`src/sd64_pkg.sv`:
```
package sd64_pkg;

   localparam int DividendBits = 64;
   localparam int DivisorField = 32;
   localparam int QuotientBits = 32;
   // Width of the divisor actually used and of the quotient produced (8..32)
   localparam int DivisorBits  = 32;
   localparam int HighBits     = DividendBits - DivisorBits;

   typedef enum logic [1:0] {
      ST_OK       = 2'd0,
      ST_OVERFLOW = 2'd1,
      ST_DIVZERO  = 2'd2
   } status_type;

   typedef struct packed {
      logic [DividendBits-1:0] dividend;
      logic [DivisorField-1:0] divisor;
   } req_type;

   typedef struct packed {
      logic [QuotientBits-1:0] quotient;
      status_type              status;
   } rsp_type;

   // Partial state of one division between pipeline stages.
   // lq holds the unconsumed dividend bits on top and quotient bits below.
   typedef struct packed {
      logic [DivisorBits-1:0] rem;
      logic [DivisorBits-1:0] lq;
      logic [DivisorBits-1:0] den;
      status_type             status;
   } step_type;

endpackage

```
`src/sd64_step.sv`:
```
module sd64_step
   import sd64_pkg::*;
(
   input  logic     clock,
   input  logic     reset,
   input  logic     in_valid,
   input  step_type in_data,
   output logic     up_ready,
   output logic     out_valid,
   output step_type out_data,
   input  logic     down_ready
);

   logic                 valid_ff, valid_in;
   step_type             data_ff, data_in;
   logic [DivisorBits:0] trial;
   logic [DivisorBits:0] den_ext;
   logic [DivisorBits:0] diff;
   logic                 ge;

   // Bring down the next dividend bit and try a subtract.
   always_comb begin
      trial   = {in_data.rem, in_data.lq[DivisorBits-1]};
      den_ext = {1'b0, in_data.den};
      diff    = trial - den_ext;
      ge      = (trial >= den_ext);
      data_in        = in_data;
      data_in.rem    = ge ? diff[DivisorBits-1:0] : trial[DivisorBits-1:0];
      data_in.lq     = {in_data.lq[DivisorBits-2:0], ge};
   end

   // Accept when empty or when the held item moves on.
   assign up_ready = !valid_ff || down_ready;
   assign valid_in = up_ready ? in_valid : valid_ff;

   always_ff @(posedge clock) begin
      if (reset) begin
         valid_ff <= 1'b0;
      end else begin
         valid_ff <= valid_in;
      end
   end

   always_ff @(posedge clock) begin
      if (up_ready && in_valid) begin
         data_ff <= data_in;
      end
   end

   assign out_valid = valid_ff;
   assign out_data  = data_ff;

endmodule

```
`config.mk`:
```
export PLATFORM = sky130hd
export DESIGN_NAME = sd64_step
export DESIGN_NICKNAME = d
export VERILOG_FILES = /design/src/sd64_pkg.sv /design/src/sd64_step.sv
export SDC_FILE = /design/constraint.sdc
export NUM_CORES = 1
export LEC_CHECK = 0
export BUFFER_PORTS_ARGS = -buffer_cell sky130_fd_sc_hd__buf_4
export CORE_ASPECT_RATIO = 0.9
export CORE_MARGIN = 10
export CORE_UTILIZATION = 53
export CTS_CLUSTER_SIZE = 12
export DETAILED_ROUTE_END_ITERATION = 8
export GPL_ROUTABILITY_DRIVEN = 0
export MAX_ROUTING_LAYER = met4
export PLACE_DENSITY = 0.86
export SLEW_MARGIN = 25
export SYNTH_ARGS = -nofsm -noshare
export SYNTH_HDL_FRONTEND = slang
export SYNTH_SLANG_ARGS = --single-unit
```
`constraint.sdc`:
```
create_clock -name clock -period 7.2 [get_ports clock]
set_clock_uncertainty 0.05 [all_clocks]
set_input_delay 1.44 -clock clock [delete_from_list [all_inputs] [get_ports clock]]
set_output_delay 1.44 -clock clock [all_outputs]
set_load 0.005 [all_outputs]
```
## Word level (Yosys, flattened, before mapping)

Cells that the tools add are included.

- Register bits: 99
- Output and inout bits: 100

- Add/sub/neg operators: 1
- Magnitude comparators: 1
- Muxes and demuxes: 1
- Reduce and logical (&&, ||, !) cells: 3

Operator list:

| cell | count |
|---|---|
| 33-bit by 32-bit >= comparator with 1-bit output | 1 |
| 32-bit two-way mux | 1 |
| 32-bit subtractor | 1 |
| 1-bit logical AND | 1 |
| 1-bit zero test | 1 |
| 1-bit logical OR | 1 |

## Logic depth before layout (Yosys ltp)

- Word-level depth: 3
- Gate-level depth with buffers: 13
- Mapped depth without buffers: 12

## Worst setup path after synthesis

No wires, ideal clock.

- Kind: in2reg
- From: input down_ready
- To: register data_ff, in the netlist out_data[0] (enable)
- Library setup time: 0.468 ns
- Data arrival time: 3.876 ns
- Slack: 2.806 ns
- Stages on the path: 2
- Path buffers: 0
- Cells stage by stage: nand2b_1 -> and2_1

- Word-level cells in the longest chain between the ends: 2

Ends and longest elaborated chain:

| item | RTL line | source |
|---|---|---|
| from (decl) | sd64_step.sv:11 | `input logic down_ready` |
| 1-bit logical OR | sd64_step.sv:33 | `assign up_ready = !valid_ff \|\| down_ready;` |
| 1-bit logical AND | sd64_step.sv:45 | `if (up_ready && in_valid) begin` |
| to (signal assigned) | sd64_step.sv:46 | `data_ff <= data_in;` |
| to (decl) | sd64_step.sv:15 | `step_type data_ff, data_in;` |

Every way passes these cells.
A chain may end at the register's enable or synchronous reset.

==> impl_metrics.py <==
metrics = {
    "sta": {
        "hold_ws_ns": 0.492,
        "timing.fmax_mhz": 226,
        "setup_violations": 0,
        "worstMarginPinSlew_ns": 0.733,
        "finalHoldViolCount": 0,
        "setup_slack_ns": 2.78,
        "relSlewSlack_pct": 51.1,
        "period_minus_slack_ns": 4.42,
        "rsz0062_at_grt": "no",
        "drv_slew": 0,
        "setup_tns_ns": 0,
        "finalCritPeriodShare_pct": 61.4,
    },
    "critical_path": {
        "r2r_cells": 3,
        "rr_startpoint": "out_valid$_SDFFE_PP0N_",
        "crit_buf_inv": 1,
        "worstPathRequired_ns": 7.28,
        "r2r_end": "out_data[8]$_DFFE_PP_",
        "endpoint_kind": "flop",
        "crit_chain": "buf_4 -> ha_1 -> fa_1 -> nand2b_1 -> a21oi_1 -> o2111ai_1 -> o311a_1 -> a21oi_1 -> a21oi_1 -> o41ai_1 -> xor2_1 -> mux2_1",
        "path_delay_family": "compound AO/OA/AOI/OAI gates",
        "critical_path.max_stage_delay_ns": 0.39,
        "worstPathMaxFanout": 3,
        "cpMaxStageDelayCell": "fa_1",
        "crit_type": "input port to flop",
        "ff2ff_setup_slack_ns": 5.12,
        "crit_path_frequent_cell": "a21oi_1",
        "critPathLaunchType": "input port",
        "cp.arrival_ns": 4.50,
    },
    "cts": {
        "cts_resized": 0,
        "insertion_delay_ns": 0.37,
        "cts-root-buf": "clkbuf_8",
        "cts_made_buffers": 9,
        "cts.path.max_buffers": 2,
        "htreeDepth": 3,
        "cts_tree": "built",
        "clock_sinks": 99,
        "clkTransAtPathRegs_ns": 0.11,
        "cts_setup_buffers": 0,
        "postCtsHoldBufs": 0,
    },
    "power": {
        "leakagePower_uw": 0.00309,
        "switchingPower_uw": 416,
        "powerDensity_mw_per_mm2": 204,
        "intPower_uw": 1010,
        "power_uw": 1420,
        "p_clk_share_pct": 25.1,
        "comb_power_share_pct": 25.1,
        "pwr-share-seq_pct": 49.8,
        "swShare_pct": 29.2,
        "vdd_drop_max_mv": 0.121,
    },
    "placement": {
        "io_buffers": 201,
        "dpl.hpwl_um": 11700,
        "post-place-ws_ns": 2.44,
    },
    "drt": {
        "postRouteAntennaNets": 0,
        "vias": 4264,
        "drtIter0Drc": 354,
        "viasPerCell": 5.51,
        "drt-wirelength-per-cell_um": 19.2,
        "drt-total-wl_um": 14800,
        "dr.pass1.iters": 5,
        "drc": 0,
    },
    "yosys": {
        "yosysWarnings": 0,
        "synth-edff-count": 98,
        "synth.top_cells.by_area": "edfxtp_1 57%, ha_1 7.7%, a21oi_1 5.4%, inv_1 2.8%, nor2_1 2.7%",
        "synthCells": 444,
        "yosys-top-cells-count": "98 x edfxtp_1, 56 x a21oi_1, 39 x inv_1",
        "netlist_area_mm2": 0.00517,
        "yosysUniqueCellTypes": 48,
        "yosys.area.top_type": "edfxtp_1",
        "ys_seq_elements": 99,
        "ys.flop_type": "edfxtp_1",
        "ys_seq_area_share_pct": 57.3,
        "syn_avg_cell_area_um2": 11.6,
        "synth_top_area_share_pct": 56.9,
        "async_flop_share_pct": 0,
        "yosysMostFrequentCell": "edfxtp_1",
        "syn_nets": 579,
    },
    "finish": {
        "drive_gt1_share_pct": 35.6,
        "diodes": 0,
        "nNetsFinal": 778,
        "syn_to_final_growth_pct": 35.0,
    },
    "hold_path": {
        "min_from": "out_valid$_SDFFE_PP0N_",
        "hp-class": "flop to flop",
        "min_to": "out_valid$_SDFFE_PP0N_",
        "whs_path_depth": 2,
    },
    "floorplanning": {
        "coreArea_mm2": 0.00961,
        "fp.dieW_um": 124,
        "dieArea_mm2": 0.0141,
        "die_y_um": 114,
        "rows": 34,
        "start_util_pct": 53.8,
        "io_pins": 202,
    },
    "run_status": {
        "outcome": "complete, no violations",
    },
    "grt": {
        "antenna_found_initial": 0,
        "grt_pass1_vias": 4352,
        "overflow": 0,
        "grt_util_all_layers_pct": 20.2,
        "grt_start_max_net_pins": 61,
        "grt_pass1_wl_um": 21900,
    },
    "flow_run": {
        "drv_cap": 0,
    },
}
area by class of cell:
| class | count | area, um2 |
|---|---|---|
| Clock buffer | 9 | 124 |
| Clock inverter | 7 | 72.6 |
| Fill cell | 715 | 2630 |
| Inverter | 39 | 146 |
| Multi-Input combinational cell | 291 | 1990 |
| Sequential cell | 99 | 2960 |
| Tap cell | 126 | 158 |
| Timing Repair Buffer | 203 | 1520 |
logic make-up after synthesis:
group / share of synthesized area [%]
AO/OA/AOI/OAI: 14.4
AND/OR/NAND/NOR: 8.78
flip-flops: 57.3
buffers and inverters: 4.23
adder cells (fa/ha/maj): 8.13
XOR/XNOR: 4.57
multiplexers: 2.56
power groups by stage:
stage	Sequential [uW]	Clock, uW	Combinational, uW
6_report	709	357	357
3_5_place_dp	722	0	354
3_3_place_gp	720	0	342
4_1_cts	709	364	357
2_1_floorplan	729	0	183
5_1_grt	713	383	390
tightest hold or removal path, delay by kind of cell, from the launching register on:
family,cells,cell delay [ns]
and+or+nand+nor,1,0.11
AOI/OAI and AO/OA,1,0.07
DFF,1,0.33
layout by cell type (no fill, tap or decap), drive strengths merged, types with 3 or more instances in the layout:
| cell | instances |
|---|---|
| nor4 | 4 |
| clkbuf | 9 |
| o21bai | 3 |
| ha | 32 |
| mux2 | 10 |
| xnor2 | 15 |
| xor2 | 12 |
| a211oi | 4 |
| inv | 42 |
| nand4 | 7 |
| o21a | 6 |
| nand2 | 28 |
| o211ai | 4 |
| o21ai | 16 |
| a21o | 13 |
| clkinv | 4 |
| nand3 | 8 |
| edfxtp | 98 |
| nor2 | 37 |
| nand2b | 5 |
| and2 | 3 |
| buf | 203 |
| a21oi | 56 |
flip-flops by register name, indices dropped and copies added (netlist names):
signal,flops
out_data,98
out_valid,1
metal layers:
metal  up-vias  global-route usage, %  part of all wire [%]
met5         -                      -                     0
met2       213                   34.7                    51
met3        30                   5.53                    10
met4         0                   7.29                   2.2
li1       2024                      -                     -
met1      1997                   22.0                    37
worst max path at each step:
stage	startpoint	cells past startpoint	end	slack, ns
after floorplan	down_ready	2	out_data[0]$_DFFE_PP_	2.81
after global placement	in_data[2]	12	out_data[96]$_DFFE_PP_	2.51
after detailed placement	in_data[9]	12	out_data[72]$_DFFE_PP_	2.44
after CTS	in_data[9]	12	out_data[72]$_DFFE_PP_	2.83
after global routing	in_data[17]	12	out_data[70]$_DFFE_PP_	2.61
final	in_data[2]	12	out_data[96]$_DFFE_PP_	2.78
metrics by stage:
| stage | utilization (%) | instances | area, um2 |
|---|---|---|---|
| 2_1_floorplan | - | 444 | 5170 |
| 3_3_place_gp | 70.6 | 758 | 6780 |
| 3_5_place_dp | 70.6 | 758 | 6780 |
| 4_1_cts | 72.6 | 774 | 6980 |
| 5_1_grt | 72.6 | 774 | 6980 |
| 6_report | 72.6 | 774 | 6980 |
Power figures use the tool's default switching activity.
